===== config.mk =====
export PLATFORM = sky130hd
export DESIGN_NAME = periodic_task_tick_scheduler_unit
export DESIGN_NICKNAME = d
export VERILOG_FILES = /design/src/hdl/ptts_pkg.sv /design/src/hdl/ptts_rem.sv /design/src/hdl/ptts_ctrl.sv /design/src/hdl/ptts_dp.sv /design/src/hdl/periodic_task_tick_scheduler_unit.sv
export SDC_FILE = /design/constraint.sdc
export NUM_CORES = 2
export LEC_CHECK = 0
export CAP_MARGIN = 20
export CORE_ASPECT_RATIO = 1.1
export CORE_MARGIN = 2
export CORE_UTILIZATION = 50
export DETAILED_ROUTE_END_ITERATION = 10
export DONT_BUFFER_PORTS = 1
export PLACE_DENSITY = 0.72
export RECOVER_POWER = 25
export SLEW_MARGIN = 20
export SYNTH_ARGS = -nofsm -noshare
export SYNTH_HDL_FRONTEND = slang
export SYNTH_SLANG_ARGS = --single-unit
export TNS_END_PERCENT = 50

===== constraint.sdc =====
create_clock -name clk_i -period 20.8 [get_ports clk_i]
set_clock_uncertainty 0.05 [all_clocks]
set_input_delay 2.08 -clock clk_i [delete_from_list [all_inputs] [get_ports clk_i]]
set_output_delay 2.08 -clock clk_i [all_outputs]
set_load 0.02 [all_outputs]

===== src/hdl/ptts_pkg.sv =====
// Shared types, codes and field layout of the periodic task tick scheduler.
`default_nettype none
package ptts_pkg;

  // Default sizes of the task table and the job store.
  localparam int MaxTasksDef = 8;
  localparam int MaxJobsDef  = 16;

  // Input item layout: command travels in tuser, the rest in tdata.
  localparam int InDataW = 72;
  localparam int InUserW = 2;
  // Output item layout, packed from bit 0 up.
  localparam int OutDataW = 88;

  localparam int CfgIdxW  = 2;
  localparam int CfgDataW = 32;

  // Item commands.
  typedef enum logic [1:0] {
    CMD_TICK    = 2'd0,
    CMD_WRITE   = 2'd1,
    CMD_RESTART = 2'd2,
    CMD_NOP     = 2'd3
  } cmd_e;

  // Configuration register indexes.
  typedef enum logic [CfgIdxW-1:0] {
    CFG_POLICY     = 2'd0,
    CFG_TASK_COUNT = 2'd1,
    CFG_RSVD2      = 2'd2,
    CFG_RSVD3      = 2'd3
  } cfg_e;

  // Scheduling policies; the unused code behaves as deadline first.
  typedef enum logic [1:0] {
    POL_RM    = 2'd0,
    POL_EDF   = 2'd1,
    POL_LSF   = 2'd2,
    POL_EDF_B = 2'd3
  } policy_e;

  // Controller states, one-hot.
  typedef enum logic [5:0] {
    ST_IDLE = 6'b000001,
    ST_DROP = 6'b000010,
    ST_REL  = 6'b000100,
    ST_PICK = 6'b001000,
    ST_RUN  = 6'b010000,
    ST_EMIT = 6'b100000
  } state_e;

  // Commands from the controller to the datapath.
  typedef struct packed {
    logic accept;
    logic in_drop;
    logic in_rel;
    logic in_pick;
    logic in_run;
    logic emit;
  } ctrl_t;

  // Status from the datapath to the controller.
  typedef struct packed {
    logic is_tick;
    logic scan_last;
    logic rel_done;
    logic out_free;
  } stat_t;

endpackage
`default_nettype wire


===== src/hdl/ptts_rem.sv =====
// Bit-serial remainder unit: tells whether a 32-bit value is a multiple of a 16-bit one.
`default_nettype none
module ptts_rem
  import ptts_pkg::*;
(
  input  logic        clk_i,
  input  logic        rst_ni,
  input  logic        start_i,
  input  logic [31:0] dividend_i,
  input  logic [15:0] divisor_i,
  output logic        done_o,
  output logic        zero_o
);

  logic        busy_q;
  logic        done_q;
  logic [5:0]  cnt_q;
  logic [31:0] dvd_q;
  logic [15:0] rem_q;
  logic [15:0] dsr_q;
  logic [16:0] trial;
  logic [16:0] diff;

  // One restoring step per cycle.
  assign trial = {rem_q, dvd_q[31]};
  assign diff  = trial - {1'b0, dsr_q};

  always_ff @(posedge clk_i or negedge rst_ni) begin
    if (!rst_ni) begin
      busy_q <= 1'b0;
      done_q <= 1'b0;
      cnt_q  <= '0;
    end else begin
      done_q <= 1'b0;
      if (start_i) begin
        busy_q <= 1'b1;
        cnt_q  <= 6'd32;
      end else if (busy_q) begin
        cnt_q <= cnt_q - 6'd1;
        if (cnt_q == 6'd1) begin
          busy_q <= 1'b0;
          done_q <= 1'b1;
        end
      end
    end
  end

  // Operand registers carry no reset.
  always_ff @(posedge clk_i) begin
    if (start_i) begin
      dvd_q <= dividend_i;
      dsr_q <= divisor_i;
      rem_q <= '0;
    end else if (busy_q) begin
      dvd_q <= {dvd_q[30:0], 1'b0};
      rem_q <= diff[16] ? trial[15:0] : diff[15:0];
    end
  end

  assign done_o = done_q;
  assign zero_o = (rem_q == 16'd0);

endmodule
`default_nettype wire


===== src/hdl/ptts_ctrl.sv =====
// Tick sequencer: steps through drop, release, pick and run for each tick; other items go straight to emit.
`default_nettype none
module ptts_ctrl
  import ptts_pkg::*;
(
  input  logic  clk_i,
  input  logic  rst_ni,
  input  logic  in_valid_i,
  output logic  in_ready_o,
  input  stat_t stat_i,
  output ctrl_t ctrl_o
);

  state_e state_q, state_d;

  // Next state.
  always_comb begin
    state_d = state_q;
    case (state_q)
      ST_IDLE: begin
        if (in_valid_i) state_d = stat_i.is_tick ? ST_DROP : ST_EMIT;
      end
      ST_DROP: begin
        if (stat_i.scan_last) state_d = ST_REL;
      end
      ST_REL: begin
        if (stat_i.rel_done) state_d = ST_PICK;
      end
      ST_PICK: begin
        if (stat_i.scan_last) state_d = ST_RUN;
      end
      ST_RUN: begin
        state_d = ST_EMIT;
      end
      ST_EMIT: begin
        if (stat_i.out_free) state_d = ST_IDLE;
      end
      default: begin
        state_d = ST_IDLE;
      end
    endcase
  end

  always_ff @(posedge clk_i or negedge rst_ni) begin
    if (!rst_ni) begin
      state_q <= ST_IDLE;
    end else begin
      state_q <= state_d;
    end
  end

  // Commands to the datapath.
  assign in_ready_o     = (state_q == ST_IDLE);
  assign ctrl_o.accept  = (state_q == ST_IDLE) && in_valid_i;
  assign ctrl_o.in_drop = (state_q == ST_DROP);
  assign ctrl_o.in_rel  = (state_q == ST_REL);
  assign ctrl_o.in_pick = (state_q == ST_PICK);
  assign ctrl_o.in_run  = (state_q == ST_RUN);
  assign ctrl_o.emit    = (state_q == ST_EMIT) && stat_i.out_free;

endmodule
`default_nettype wire


===== src/hdl/ptts_dp.sv =====
// Scheduler datapath: task table, job store, scan logic and the result register.
`default_nettype none
module ptts_dp
  import ptts_pkg::*;
#(
  parameter int MAX_TASKS = MaxTasksDef,
  parameter int MAX_JOBS  = MaxJobsDef
) (
  input  logic                clk_i,
  input  logic                rst_ni,
  input  ctrl_t               ctrl_i,
  output stat_t               stat_o,
  input  logic [InDataW-1:0]  in_data_i,
  input  logic [InUserW-1:0]  in_user_i,
  input  logic                cfg_we_i,
  input  logic [CfgIdxW-1:0]  cfg_idx_i,
  input  logic [CfgDataW-1:0] cfg_data_i,
  output logic                out_valid_o,
  input  logic                out_ready_i,
  output logic [OutDataW-1:0] out_data_o
);

  localparam int TW  = (MAX_TASKS > 1) ? $clog2(MAX_TASKS) : 1;
  localparam int TIW = $clog2(MAX_TASKS + 1);
  localparam int JW  = $clog2(MAX_JOBS);

  // Input fields.
  logic [2:0]  f_index;
  logic [15:0] f_phase, f_period, f_deadline, f_cost;
  logic [1:0]  f_cmd;
  assign f_index    = in_data_i[2:0];
  assign f_phase    = in_data_i[18:3];
  assign f_period   = in_data_i[34:19];
  assign f_deadline = in_data_i[50:35];
  assign f_cost     = in_data_i[66:51];
  assign f_cmd      = in_user_i;

  // Configuration registers.
  logic [1:0] policy_q;
  logic [3:0] tcount_q;

  // Task table.
  logic [15:0] t_phase_q [MAX_TASKS];
  logic [15:0] t_period_q[MAX_TASKS];
  logic [15:0] t_dl_q    [MAX_TASKS];
  logic [15:0] t_cost_q  [MAX_TASKS];

  // Job store.
  logic [MAX_JOBS-1:0] sv_q;
  logic [TIW-1:0]      s_task_q[MAX_JOBS];
  logic [31:0]         s_due_q [MAX_JOBS];
  logic [15:0]         s_left_q[MAX_JOBS];
  logic [31:0]         s_age_q [MAX_JOBS];

  // Run state.
  logic [31:0]   clock_q;
  logic          run_v_q;
  logic [JW-1:0] run_slot_q;
  logic          idle_rep_q;
  logic [31:0]   miss_q;
  logic [31:0]   seq_q;
  logic          is_tick_q;

  // Scan state.
  logic [JW-1:0]  sidx_q;
  logic [TIW-1:0] ti_q;
  logic           div_wait_q;
  logic           best_v_q;
  logic [JW-1:0]  best_slot_q;
  logic signed [33:0] best_key_q;
  logic [TIW-1:0] best_task_q;
  logic [31:0]    best_age_q;

  // Result fields of the item in work.
  logic [31:0] r_tick_q;
  logic [3:0]  r_run_q;
  logic        r_sw_q, r_idle_q, r_fin_q;
  logic [4:0]  r_miss_q;
  logic [3:0]  r_rel_q, r_ovf_q;

  logic                out_valid_q;
  logic [OutDataW-1:0] out_data_q;

  // One read port into the job store.
  logic [JW-1:0]  raddr;
  logic           r_valid;
  logic [TIW-1:0] r_task;
  logic [31:0]    r_due;
  logic [15:0]    r_left;
  logic [31:0]    r_age;
  assign raddr   = ctrl_i.in_run ? run_slot_q : sidx_q;
  assign r_valid = sv_q[raddr];
  assign r_task  = s_task_q[raddr];
  assign r_due   = s_due_q[raddr];
  assign r_left  = s_left_q[raddr];
  assign r_age   = s_age_q[raddr];

  // One read port into the task table.
  logic [TIW-1:0] task_m1;
  logic [TW-1:0]  taddr;
  logic [15:0]    tp_phase, tp_period, tp_dl, tp_cost;
  assign task_m1   = r_task - TIW'(1);
  assign taddr     = ctrl_i.in_pick ? task_m1[TW-1:0] : ti_q[TW-1:0];
  assign tp_phase  = t_phase_q[taddr];
  assign tp_period = t_period_q[taddr];
  assign tp_dl     = t_dl_q[taddr];
  assign tp_cost   = t_cost_q[taddr];

  // Tasks in use.
  logic [TIW-1:0] ntasks;
  assign ntasks = (int'(tcount_q) > MAX_TASKS) ? TIW'(MAX_TASKS) : TIW'(tcount_q);

  // Hopeless job test.
  logic drop_hit;
  assign drop_hit = r_valid && ({1'b0, r_due} < ({1'b0, clock_q} + {17'b0, r_left}));

  // Lowest free slot.
  logic          free_found;
  logic [JW-1:0] free_idx;
  always_comb begin
    free_found = 1'b0;
    free_idx   = '0;
    for (int j = MAX_JOBS - 1; j >= 0; j--) begin
      if (!sv_q[j]) begin
        free_found = 1'b1;
        free_idx   = JW'(j);
      end
    end
  end

  // Release check for task ti_q, using the remainder unit when needed.
  logic        rem_done, rem_zero, rem_start;
  logic        decide, rel_fire, rel_last, no_tasks;
  logic [31:0] since;
  logic [32:0] due_sum;
  logic [31:0] due_sat;
  assign since    = clock_q - {16'b0, tp_phase};
  assign no_tasks = (ntasks == '0);
  assign rel_last = (ti_q == ntasks - TIW'(1));
  always_comb begin
    decide    = 1'b0;
    rel_fire  = 1'b0;
    rem_start = 1'b0;
    if (ctrl_i.in_rel && !no_tasks) begin
      if (div_wait_q) begin
        decide   = rem_done;
        rel_fire = rem_zero;
      end else if (clock_q < {16'b0, tp_phase}) begin
        decide = 1'b1;
      end else if (tp_period == 16'd0) begin
        decide   = 1'b1;
        rel_fire = (clock_q == {16'b0, tp_phase});
      end else begin
        rem_start = 1'b1;
      end
    end
  end
  assign due_sum = {1'b0, clock_q} + {17'b0, tp_dl};
  assign due_sat = due_sum[32] ? 32'hFFFF_FFFF : due_sum[31:0];

  ptts_rem u_rem (
    .clk_i      (clk_i),
    .rst_ni     (rst_ni),
    .start_i    (rem_start),
    .dividend_i (since),
    .divisor_i  (tp_period),
    .done_o     (rem_done),
    .zero_o     (rem_zero)
  );

  logic do_rel, do_ovf;
  assign do_rel = decide && rel_fire && free_found;
  assign do_ovf = decide && rel_fire && !free_found;

  // Scheduling key and preference of the scanned slot.
  logic signed [33:0] key;
  logic               better;
  always_comb begin
    case (policy_e'(policy_q))
      POL_RM:  key = $signed({18'b0, tp_period});
      POL_LSF: key = $signed({2'b0, r_due}) - $signed({2'b0, clock_q})
                     - $signed({18'b0, r_left});
      default: key = $signed({2'b0, r_due});
    endcase
  end
  assign better = !best_v_q || (key < best_key_q) ||
                  ((key == best_key_q) && ((r_task < best_task_q) ||
                   ((r_task == best_task_q) && (r_age < best_age_q))));

  logic scan_last, pick_cand, pick_apply, new_v, run_fin;
  logic [JW-1:0] new_slot;
  assign scan_last  = (sidx_q == JW'(MAX_JOBS - 1));
  assign pick_cand  = ctrl_i.in_pick && r_valid && better;
  assign pick_apply = ctrl_i.in_pick && scan_last && ((r_rel_q != 4'd0) || !run_v_q);
  assign new_v      = best_v_q || pick_cand;
  assign new_slot   = pick_cand ? sidx_q : best_slot_q;
  assign run_fin    = r_left <= 16'd1;

  logic restart;
  assign restart = ctrl_i.accept && (cmd_e'(f_cmd) == CMD_RESTART);

  // Control state.
  always_ff @(posedge clk_i or negedge rst_ni) begin
    if (!rst_ni) begin
      policy_q    <= POL_EDF;
      tcount_q    <= '0;
      clock_q     <= '0;
      sv_q        <= '0;
      run_v_q     <= 1'b0;
      run_slot_q  <= '0;
      idle_rep_q  <= 1'b0;
      miss_q      <= '0;
      seq_q       <= '0;
      is_tick_q   <= 1'b0;
      sidx_q      <= '0;
      ti_q        <= '0;
      div_wait_q  <= 1'b0;
      best_v_q    <= 1'b0;
      out_valid_q <= 1'b0;
    end else begin
      if (cfg_we_i) begin
        case (cfg_e'(cfg_idx_i))
          CFG_POLICY:     policy_q <= cfg_data_i[1:0];
          CFG_TASK_COUNT: tcount_q <= cfg_data_i[3:0];
          default:        ;
        endcase
      end
      if (ctrl_i.accept) begin
        is_tick_q <= (cmd_e'(f_cmd) == CMD_TICK);
        sidx_q    <= '0;
        ti_q      <= '0;
        best_v_q  <= 1'b0;
      end
      if (restart) begin
        clock_q    <= '0;
        sv_q       <= '0;
        run_v_q    <= 1'b0;
        idle_rep_q <= 1'b0;
        miss_q     <= '0;
        seq_q      <= '0;
      end
      // Drop scan.
      if (ctrl_i.in_drop) begin
        sidx_q <= scan_last ? '0 : sidx_q + JW'(1);
        if (drop_hit) begin
          sv_q[sidx_q] <= 1'b0;
          if (miss_q != 32'hFFFF_FFFF) miss_q <= miss_q + 32'd1;
          if (run_v_q && (run_slot_q == sidx_q)) run_v_q <= 1'b0;
        end
      end
      // Releases, one task at a time.
      if (rem_start) div_wait_q <= 1'b1;
      if (decide) begin
        div_wait_q <= 1'b0;
        ti_q       <= rel_last ? '0 : ti_q + TIW'(1);
      end
      if (do_rel) begin
        sv_q[free_idx] <= 1'b1;
        if (seq_q != 32'hFFFF_FFFF) seq_q <= seq_q + 32'd1;
      end
      // Pick scan.
      if (ctrl_i.in_pick) begin
        sidx_q <= scan_last ? '0 : sidx_q + JW'(1);
        if (pick_cand) begin
          best_v_q    <= 1'b1;
          best_slot_q <= sidx_q;
        end
        if (pick_apply) begin
          run_v_q    <= new_v;
          run_slot_q <= new_slot;
        end
      end
      // Run one unit.
      if (ctrl_i.in_run) begin
        if (run_v_q) begin
          idle_rep_q <= 1'b0;
          if (run_fin) begin
            sv_q[run_slot_q] <= 1'b0;
            run_v_q          <= 1'b0;
          end
        end else if (!idle_rep_q) begin
          idle_rep_q <= 1'b1;
        end
        if (clock_q != 32'hFFFF_FFFF) clock_q <= clock_q + 32'd1;
      end
      // Result register.
      if (ctrl_i.emit) begin
        out_valid_q <= 1'b1;
      end else if (out_ready_i) begin
        out_valid_q <= 1'b0;
      end
    end
  end

  // Payload storage.
  always_ff @(posedge clk_i) begin
    if (ctrl_i.accept && (cmd_e'(f_cmd) == CMD_WRITE)) begin
      for (int t = 0; t < MAX_TASKS; t++) begin
        if (int'(f_index) == t) begin
          t_phase_q[t]  <= f_phase;
          t_period_q[t] <= f_period;
          t_dl_q[t]     <= f_deadline;
          t_cost_q[t]   <= f_cost;
        end
      end
    end
    if (do_rel) begin
      s_task_q[free_idx] <= ti_q + TIW'(1);
      s_due_q[free_idx]  <= due_sat;
      s_left_q[free_idx] <= tp_cost;
      s_age_q[free_idx]  <= seq_q;
    end
    if (pick_cand) begin
      best_key_q  <= key;
      best_task_q <= r_task;
      best_age_q  <= r_age;
    end
    if (ctrl_i.in_run && run_v_q) begin
      s_left_q[run_slot_q] <= run_fin ? 16'd0 : r_left - 16'd1;
    end
    // Result fields of the item in work.
    if (ctrl_i.accept) begin
      r_tick_q <= restart ? 32'd0 : clock_q;
      r_run_q  <= '0;
      r_sw_q   <= 1'b0;
      r_idle_q <= 1'b0;
      r_fin_q  <= 1'b0;
      r_miss_q <= '0;
      r_rel_q  <= '0;
      r_ovf_q  <= '0;
    end
    if (ctrl_i.in_drop && drop_hit) r_miss_q <= r_miss_q + 5'd1;
    if (do_rel) r_rel_q <= r_rel_q + 4'd1;
    if (do_ovf) r_ovf_q <= r_ovf_q + 4'd1;
    if (pick_apply && new_v && (!run_v_q || (run_slot_q != new_slot))) r_sw_q <= 1'b1;
    if (ctrl_i.in_run) begin
      if (run_v_q) begin
        r_run_q <= 4'(r_task);
        r_fin_q <= run_fin;
      end else if (!idle_rep_q) begin
        r_idle_q <= 1'b1;
      end
    end
    if (ctrl_i.emit) begin
      out_data_q <= {4'b0, miss_q, r_ovf_q, r_rel_q, r_miss_q,
                     r_fin_q, r_idle_q, r_sw_q, r_run_q, r_tick_q};
    end
  end

  assign stat_o.is_tick   = (cmd_e'(f_cmd) == CMD_TICK);
  assign stat_o.scan_last = scan_last;
  assign stat_o.rel_done  = ctrl_i.in_rel && (no_tasks || (decide && rel_last));
  assign stat_o.out_free  = !out_valid_q || out_ready_i;

  assign out_valid_o = out_valid_q;
  assign out_data_o  = out_data_q;

  // The running job always sits in a live slot.
  a_run_live: assert property (@(posedge clk_i) disable iff (!rst_ni)
    run_v_q |-> sv_q[run_slot_q])
    else $error("running job slot is not valid");

  // A tick that finished a job never reports going idle.
  a_fin_not_idle: assert property (@(posedge clk_i) disable iff (!rst_ni)
    out_valid_q |-> !(out_data_q[38] && out_data_q[37]))
    else $error("job finished and went idle in one tick");

  // The miss counter only steps by one or restarts.
  a_miss_step: assert property (@(posedge clk_i) disable iff (!rst_ni)
    (miss_q != $past(miss_q)) |-> ((miss_q == $past(miss_q) + 32'd1) || (miss_q == 32'd0)))
    else $error("miss counter jumped");

endmodule
`default_nettype wire


===== src/hdl/periodic_task_tick_scheduler_unit.sv =====
// Top level of the periodic task tick scheduler.
// Each input item is a command in tuser: a tick, a task table write, a
// restart of the run, or a no-op. A write, restart or no-op goes straight
// to the result. A tick goes through a drop scan, the release steps, a pick
// scan and a run step. When no task is in use the release step does nothing.
// Otherwise each task in use is decided directly when the clock is before
// its phase or its period is zero, and else goes through the one-bit-per-cycle
// remainder unit. One job slot is examined per cycle in the drop scan and
// again in the pick scan. One item is worked on at a time; the finished
// result waits in an output register while the next item is taken.
// Configuration writes are always accepted and are meant for idle periods.
`default_nettype none
module periodic_task_tick_scheduler_unit
  import ptts_pkg::*;
#(
  parameter int MAX_TASKS = MaxTasksDef,
  parameter int MAX_JOBS  = MaxJobsDef
) (
  input  logic                clk_i,
  input  logic                rst_ni,
  input  logic                s_axis_tvalid,
  output logic                s_axis_tready,
  // Fields from bit 0: task_index[2:0], phase[18:3], period[34:19],
  // deadline[50:35], exec_time[66:51], zero fill.
  input  logic [InDataW-1:0]  s_axis_tdata,
  // Fields from bit 0: command[1:0].
  input  logic [InUserW-1:0]  s_axis_tuser,
  output logic                m_axis_tvalid,
  input  logic                m_axis_tready,
  // Fields from bit 0: tick_time[31:0], running_task[35:32], switched[36],
  // went_idle[37], job_finished[38], missed_now[43:39], released_now[47:44],
  // overflowed_now[51:48], missed_total[83:52], zero fill.
  output logic [OutDataW-1:0] m_axis_tdata,
  input  logic                cfg_valid_i,
  output logic                cfg_ready_o,
  input  logic [CfgIdxW-1:0]  cfg_index_i,
  input  logic [CfgDataW-1:0] cfg_data_i
);

  ctrl_t ctrl;
  stat_t stat;

  assign cfg_ready_o = 1'b1;

  ptts_ctrl u_ctrl (
    .clk_i      (clk_i),
    .rst_ni     (rst_ni),
    .in_valid_i (s_axis_tvalid),
    .in_ready_o (s_axis_tready),
    .stat_i     (stat),
    .ctrl_o     (ctrl)
  );

  ptts_dp #(
    .MAX_TASKS (MAX_TASKS),
    .MAX_JOBS  (MAX_JOBS)
  ) u_dp (
    .clk_i       (clk_i),
    .rst_ni      (rst_ni),
    .ctrl_i      (ctrl),
    .stat_o      (stat),
    .in_data_i   (s_axis_tdata),
    .in_user_i   (s_axis_tuser),
    .cfg_we_i    (cfg_valid_i),
    .cfg_idx_i   (cfg_index_i),
    .cfg_data_i  (cfg_data_i),
    .out_valid_o (m_axis_tvalid),
    .out_ready_i (m_axis_tready),
    .out_data_o  (m_axis_tdata)
  );

endmodule
`default_nettype wire


Word-level counts from Yosys, hierarchy flattened --
Memories as Yosys holds them, arrays and structs flattened. Cells that the tools add are included.
Storage, ports and cells: input port bits 113, register bits 423, memories kept 8, RAM bits 1856, logic and storage cells 449, output and inout port bits 91
Operators by class: equal/unequal tests 33, magnitude comparators 14, reductions and logical operators 88, mux-type cells 249, add/sub/neg operators 18, bitwise gates (word level) 5
Memories:
- u_dp.s_age_q | words 16, width 32, rd ports 1, clocked after memory_dff 0, write ports 1, RTL line ptts_dp.sv:53 | logic [31:0] s_age_q [MAX_JOBS];
- u_dp.s_due_q | words 16, width 32, rd ports 1, clocked after memory_dff 0, write ports 1, RTL line ptts_dp.sv:51 | logic [31:0] s_due_q [MAX_JOBS];
- u_dp.s_left_q | words 16, width 16, rd ports 1, clocked after memory_dff 0, write ports 1, RTL line ptts_dp.sv:52 | logic [15:0] s_left_q[MAX_JOBS];
- u_dp.t_cost_q | words 8, width 16, rd ports 1, clocked after memory_dff 0, write ports 1, RTL line ptts_dp.sv:46 | logic [15:0] t_cost_q [MAX_TASKS];
- u_dp.t_dl_q | words 8, width 16, rd ports 1, clocked after memory_dff 0, write ports 1, RTL line ptts_dp.sv:45 | logic [15:0] t_dl_q [MAX_TASKS];
- u_dp.t_period_q | words 8, width 16, rd ports 1, clocked after memory_dff 0, write ports 1, RTL line ptts_dp.sv:44 | logic [15:0] t_period_q[MAX_TASKS];
- 2 more memories
Operator list (count):
- $mux 16 | 38
- $reduce_or 16->1 | 29
- $mux 32 | 13
- $mux 4 | 31
- $mux 1 | 122
- $add 32x1->32 const B | 3
- $ne 32x32->1 const B | 3
- $mux 3 | 29
- $pmux 34 s2 | 1
- $add 32x16->33 | 2
- $mux 6 | 8
- $pmux 6 s6 | 1
- $eq 34x34->1 | 1
- $lt 34x34->1 | 1
- $sub 34x17->34 | 1
- $lt 32x33->1 | 1
- $sub 32x32->33 | 1
- $and 16x16->16 | 2
- $eq 32x16->1 | 1
- $logic_not 16->1 | 2
- $lt 32x16->1 | 1
- $lt 32x32->1 | 1
- $not 16->16 | 2
- $sub 32x16->32 | 1
- 43 further kinds | 112

Logic depth before layout (Yosys ltp) --
depth after elaboration 26, depth in mapped cells 50, gate-level depth less buffers 42

Hierarchy --
A second synthesis with hierarchy kept.
Unflattened totals: cells, all modules 6603, area total of the unflattened synthesis 101721.3 um^2
By module, submodules not included:
- ptts_dp | cells an instance 6220, area an instance 97447.2 um^2, sequential area each 65348.9 um^2, instances 1
- ptts_rem | cells an instance 337, area an instance 3852.4 um^2, sequential area each 1961.9 um^2, instances 1
- ptts_ctrl | cells an instance 44, area an instance 410.4 um^2, sequential area each 151.4 um^2, instances 1
- periodic_task_tick_scheduler_unit | cells an instance 2, area an instance 11.3 um^2, sequential area each 0.0 um^2, instances 1

Worst setup path after synthesis --
OpenSTA, ideal clock, no wires.
kind flip-flop to flip-flop, start register u_ctrl.state_q[1], end memory u_dp.s_age_q[3][0] (enable), arrival 15.949 ns, clock period less this slack 16.690 ns, library setup time 0.690 ns, buffers on the path 11, setup slack 4.110 ns, stages on the path, launching flop included 40, data required time 20.060 ns, cells stage by stage dfrtp_1 buf_2 nor4_4 a21oi_1 nor2_1 buf_2 buf_1 buf_1 clkbuf_1 clkbuf_1 clkbuf_1 clkbuf_1 nand2_1 and3_1 a311oi_1 a311oi_1 a31o_2 ha_1 (+4 left out) mux4_2 nand2_1 nand2_1 ha_1 fa_1 nor2b_1 o21ai_0 a21boi_0 o21ai_0 a21boi_0 o21ai_0 a21boi_0 o21ai_0 a211oi_1 o2111ai_1 nand2_1 nand3_2 nor4b_1
On the way: cells in the longest elaborated chain, start to end 15, elaborated cells between the ends (all ways) 25, classes of those cells 1 x add/sub; 1 x order compare; 4 x eq/ne; 12 x mux; 4 x reduce/logical; 3 x memory
RTL lines:
- from (decl) | RTL line ptts_ctrl.sv:14 | state_e state_q, state_d;
- from (signal assigned) | RTL line ptts_ctrl.sv:48 | state_q <= state_d;
- parallel branches: the longest is 11 deep, another holds $lt 32x16->1
- $logic_and 1x1->1 (*) (2 in series) | RTL line ptts_dp.sv:172 | assign do_rel = decide && rel_fire && free_found;
- $mux 1 (*) | RTL line ptts_dp.sv:307 | if (do_rel) begin
- $mux 1 (not written as such) (*) | RTL line ptts_dp.sv:311 | s_age_q[free_idx] <= seq_q;
- to (decl) | RTL line ptts_dp.sv:53
Every way passes the cells marked *.

Worst setup path after layout --
start register u_ctrl.state_q[1], end register u_dp.r_sw_q
On the way: elaborated cells between the ends (all ways) 37, classes of those cells 3 x add/sub; 3 x order compare; 6 x eq/ne; 6 x mux; 14 x reduce/logical; 5 x memory
RTL lines:
- $eq 6x5->1 (*) | RTL line ptts_ctrl.sv:58 | assign ctrl_o.in_run = (state_q == ST_RUN);
- $mux 4 (*) | RTL line ptts_dp.sv:91 | assign raddr = ctrl_i.in_run ? run_slot_q : sidx_q;
- $mem_v2 16x32
- $sub 32x32->33 | RTL line ptts_dp.sv:181 | POL_LSF: key = $signed({2'b0, r_due}) - $signed({2'b0, clock_q})
- $sub 34x17->34 | RTL line ptts_dp.sv:182 | - $signed({18'b0, r_left});
- $pmux 34 s2 (*) | RTL line ptts_dp.sv:179 | case (policy_e'(policy_q))
- net u_dp.key[31] | RTL line ptts_dp.sv:176 | logic signed [33:0] key;
- $lt 34x34->1 / $eq 34x34->1 (equally long branches) | RTL line ptts_dp.sv:186, ptts_dp.sv:187
- $logic_or 1x1->1 / $logic_and 1x1->1 (equally long branches) | RTL line ptts_dp.sv:186, ptts_dp.sv:187
- $logic_or 1x1->1 (*) | RTL line ptts_dp.sv:186 | assign better = !best_v_q || (key < best_key_q) ||
- $logic_and 1x1->1 (*) | RTL line ptts_dp.sv:193 | assign pick_cand = ctrl_i.in_pick && r_valid && better;
- net u_dp.pick_cand | RTL line ptts_dp.sv:190 | logic scan_last, pick_cand, pick_apply, new_v, run_fin;
- $mux 4 (*)
- net u_dp.new_slot[1] | RTL line ptts_dp.sv:191 | logic [JW-1:0] new_slot;
- $ne 4x4->1 (*) | RTL line ptts_dp.sv:335 | if (pick_apply && new_v && (!run_v_q || (run_slot_q != new_slot))) r_sw_q <= 1'b1;
- $logic_or 1x1->1 (*) | RTL line ptts_dp.sv:335
- $logic_and 1x1->1 (*) | RTL line ptts_dp.sv:335
- to (signal assigned) | RTL line ptts_dp.sv:325 | r_sw_q <= 1'b0;
- to (signal assigned) | RTL line ptts_dp.sv:335
- to (decl) | RTL line ptts_dp.sv:77 | logic r_sw_q, r_idle_q, r_fin_q;
The timed path passes the listed nets; every way through them passes the cells marked *. The select of a mux whose other input is x is not followed. A chain may end at the register's enable or synchronous reset.

==> impl_metrics.env <==
export IMPL_setup_viol=0
export IMPL_p_leak_nw=38.6
export IMPL_ff_latch_area_um2=67500
export IMPL_cts_tree="built"
export IMPL_hold_ws_ps=360
export IMPL_drc=0
export IMPL_maxCapViolations=0
export IMPL_htree_levels=4
export IMPL_syn_avg_cell_area_um2=12.9
export IMPL_cts_setup_buffers=0
export IMPL_place_area_um2=103000
export IMPL_slowest_stage="a31oi_1"
export IMPL_ys_async_sr_fraction_pct=6.54
export IMPL_drt_iter0_drc=7764
export IMPL_min_period_ps=13920
export IMPL_yosys_most_used_dff="edfxtp_1"
export IMPL_port_buffers=0
export IMPL_cts_root_buf="clkbuf_16"
export IMPL_slew_headroom_pct=22.5
export IMPL_grt_pass1_vias=62700
export IMPL_post_route_period_util_pct=66.9
export IMPL_ctsResizeCount=0
export IMPL_crit_path_max_fanout=70
export IMPL_worstSkewPairLatency_ps=870
export IMPL_initial_utilization_pct=50.2
export IMPL_antenna_cells=0
export IMPL_hold_buffers=0
export IMPL_die_w_um=430
export IMPL_routed_wl_mm=257
export IMPL_numCtsBuffers=217
export IMPL_synth_seq_cells=2279
export IMPL_gp_congestion=0.962
export IMPL_area_growth_syn_to_layout_pct=10.0
export IMPL_die_area_um2=204000
export IMPL_grt_start_max_net_pins=169
export IMPL_track_usage_pct=24.9
export IMPL_path_clk_slew_ps=70
export IMPL_viasPerCell=6.11
export IMPL_worst_slack_ps=6880
export IMPL_fin_tns_setup_ps=0
export IMPL_overflow=0
export IMPL_startpoint_type="flip-flop"
export IMPL_hold_viol_final=0
export IMPL_wire_per_inst_um=24.5
export IMPL_fin_util_pct=55.2
export IMPL_rows=172
export IMPL_crit_required_ps=21500
export IMPL_coreArea_um2=199000
export IMPL_nFillCells=15700
export IMPL_drv_slew=0
export IMPL_vdd_drop_max_mv=0.111
export IMPL_nets=8055
export IMPL_multi_input_area_um2=30400
export IMPL_antenna_found_initial=5
export IMPL_crit_type="flip-flop to flip-flop"
export IMPL_ys_seq_area_share_pct=67.4
export IMPL_firstDrtPassIters=7
export IMPL_ant_nets=0
export IMPL_ys_warn_count=0
export IMPL_fmax_mhz=71.9
export IMPL_clockBufferDepth=3
export IMPL_power_density_nw_per_um2=115
export IMPL_ys_types=97
export IMPL_hpwl_mm=149
export IMPL_grt_pass1_wl_mm=384
export IMPL_vias=64100
export IMPL_ios=204
export IMPL_status="finished clean"
export IMPL_cts_sinks=2279
export IMPL_netlist_instances=7745
export IMPL_rsz0062_at_grt="no"
export IMPL_tightestPinTransition_ps=1160
export IMPL_crit_path_max_incr_delay_ps=850
export IMPL_die_h_um=473
export IMPL_synth_edf_count=2107
export IMPL_layout_drive_gt1_share_pct=9.14
export IMPL_place_ws_ps=7200
export IMPL_arrival_ps=14620
export IMPL_hp_class="flip-flop to flip-flop"
export IMPL_synth_area_um2=100000
export IMPL_end_kind="flip-flop"
export IMPL_fin_area_um2=110000
worst max-delay path: cells and delay by family, from the launching register on:
family	cells	cell delay [ps]
compound gates	8	2790
simple gates	21	5940
buf+inv	5	2830
fa+ha+maj	3	790
xor+xnor	2	340
flops	1	480
mux	1	430
routing by layer:
metal	share of wire [%]	global-route usage, %	up-vias
met5	0.0082	0	-
met4	4.6	11.3	4
met3	8.7	4.70	585
met2	48	40.7	2958
met1	39	32.3	31900
li1	-	-	28600
worst paths after layout:
kind | start | endpoint | slack, ps | depth (start not counted)
max | u_ctrl.state_q[1] | u_dp.r_sw_q | 6880 | 40
min | u_dp.r_tick_q[25] | u_dp.out_data_o[25] | 360 | 0
max reg2reg | u_ctrl.state_q[1] | u_dp.r_sw_q | 6880 | 40
min reg2reg | u_dp.r_tick_q[25] | u_dp.out_data_o[25] | 360 | 0
max in group asynchronous | rst_ni | u_dp.seq_q[29] | 19260 | 0
min in group asynchronous | rst_ni | u_dp.miss_q[5] | 860 | 0
registers in the layout (all words and copies together), names as in the netlist, 32 cells and up:
| signal | cells |
|---|---|
| u_dp.miss_q | 32 |
| u_dp.best_key_q | 34 |
| u_dp.s_due_q | 512 |
| u_dp.out_data_o | 84 |
| u_dp.u_rem.dvd_q | 32 |
| u_dp.t_cost_q | 128 |
| u_dp.s_task_q | 64 |
| u_dp.t_dl_q | 128 |
| u_dp.t_period_q | 128 |
| u_dp.s_left_q | 256 |
| u_dp.seq_q | 32 |
| u_dp.best_age_q | 32 |
| u_dp.s_age_q | 512 |
| u_dp.r_tick_q | 32 |
| u_dp.clock_q | 32 |
| u_dp.t_phase_q | 128 |
layout make-up:
| type | count | share of cell area [%] |
|---|---|---|
| clock buffers | 283 | 5.29 |
| clock inverters | 116 | 0.937 |
| inverters | 219 | 0.751 |
| multi-input cells | 4836 | 27.6 |
| flip-flops and latches | 2279 | 61.3 |
| well taps | 2610 | 2.97 |
| repair buffers | 152 | 1.12 |
Yosys cell counts (23+ instances only):
cell	instances	area, µm²
edfxtp_1	2107	63300
inv_1	213	800
nand2_1	1582	5940
xnor2_1	141	1230
a21oi_1	162	811
nand3_1	697	3490
nor2_1	282	1060
nor4_1	36	225
and3_1	135	845
nor2b_1	31	194
nand4_1	52	325
o21ai_0	192	961
dfrtp_1	147	3680
or3_1	28	175
nand2b_1	54	338
a311oi_1	170	1490
buf_1	67	251
a211oi_1	43	323
dfxtp_1	23	460
a31oi_1	89	557
ha_1	231	2890
mux2i_1	195	1950
nor3_1	82	410
xor2_1	45	394
o31ai_1	28	210
mux2_2	63	709
mux4_2	107	2410
clkbuf_1	317	1190
a21o_1	88	661
cells in the final DEF, fill, tap and decap left out, types with 18 or more instances in the layout:
| cell type | synthesis | layout |
|---|---|---|
| edfxtp_1 | 2107 | 2107 |
| nand2_1 | 1582 | 1582 |
| nand3_1 | 697 | 697 |
| nor2_1 | 282 | 273 |
| ha_1 | 231 | 231 |
| clkbuf_16 | 0 | 222 |
| inv_1 | 213 | 210 |
| mux2i_1 | 195 | 195 |
| o21ai_0 | 192 | 190 |
| a311oi_1 | 170 | 170 |
| a21oi_1 | 162 | 157 |
| dfrtp_1 | 147 | 147 |
| buf_4 | 8 | 143 |
| xnor2_1 | 141 | 140 |
| and3_1 | 135 | 135 |
| mux4_2 | 107 | 107 |
| a21o_1 | 88 | 86 |
| a31oi_1 | 89 | 86 |
| nor3_1 | 82 | 74 |
| mux2_2 | 63 | 63 |
| clkbuf_1 | 317 | 58 |
| nand2b_1 | 54 | 54 |
| clkinv_1 | 6 | 53 |
| nand4_1 | 52 | 52 |
| xor2_1 | 45 | 44 |
| a211oi_1 | 43 | 42 |
| clkinv_2 | 0 | 36 |
| nor2b_1 | 31 | 30 |
| nor4_1 | 36 | 29 |
| o31ai_1 | 28 | 28 |
| or3_1 | 28 | 27 |
| dfxtp_1 | 23 | 23 |
| o211ai_1 | 22 | 22 |
| or2_2 | 22 | 22 |
| o21bai_1 | 19 | 18 |
per-stage QoR:
| step | total power, W | instances |
|---|---|---|
| 3_3_place_gp | 0.00875 | 10100 |
| 4_1_cts | 0.0127 | 10500 |
| 6_report | 0.0127 | 10500 |
| 5_1_grt | 0.0132 | 10500 |
| 3_5_place_dp | 0.00885 | 10100 |
| 2_1_floorplan | 0.00790 | 7748 |
logic make-up after synthesis:
group	count (synthesis)	synth area share, %
AOI/OAI and AO/OA	968	6.62
xor gates and xnor gates	186	1.63
adders and majority gates	237	3.01
buffers and inverters	633	2.49
DFF	2279	67.4
muxes	365	5.07
other	2	0.00751
and+or+nand+nor	3075	13.7
power by group:
| part | switching (W) | internal (W) | total (W) |
|---|---|---|---|
| sequential | 0.000221 | 0.00532 | 0.00554 |
| combinational | 0.00209 | 0.00120 | 0.00329 |
| clock | 0.00166 | 0.00216 | 0.00383 |
| total | 0.00398 | 0.00868 | 0.0127 |
Power figures use the tool's default switching activity.
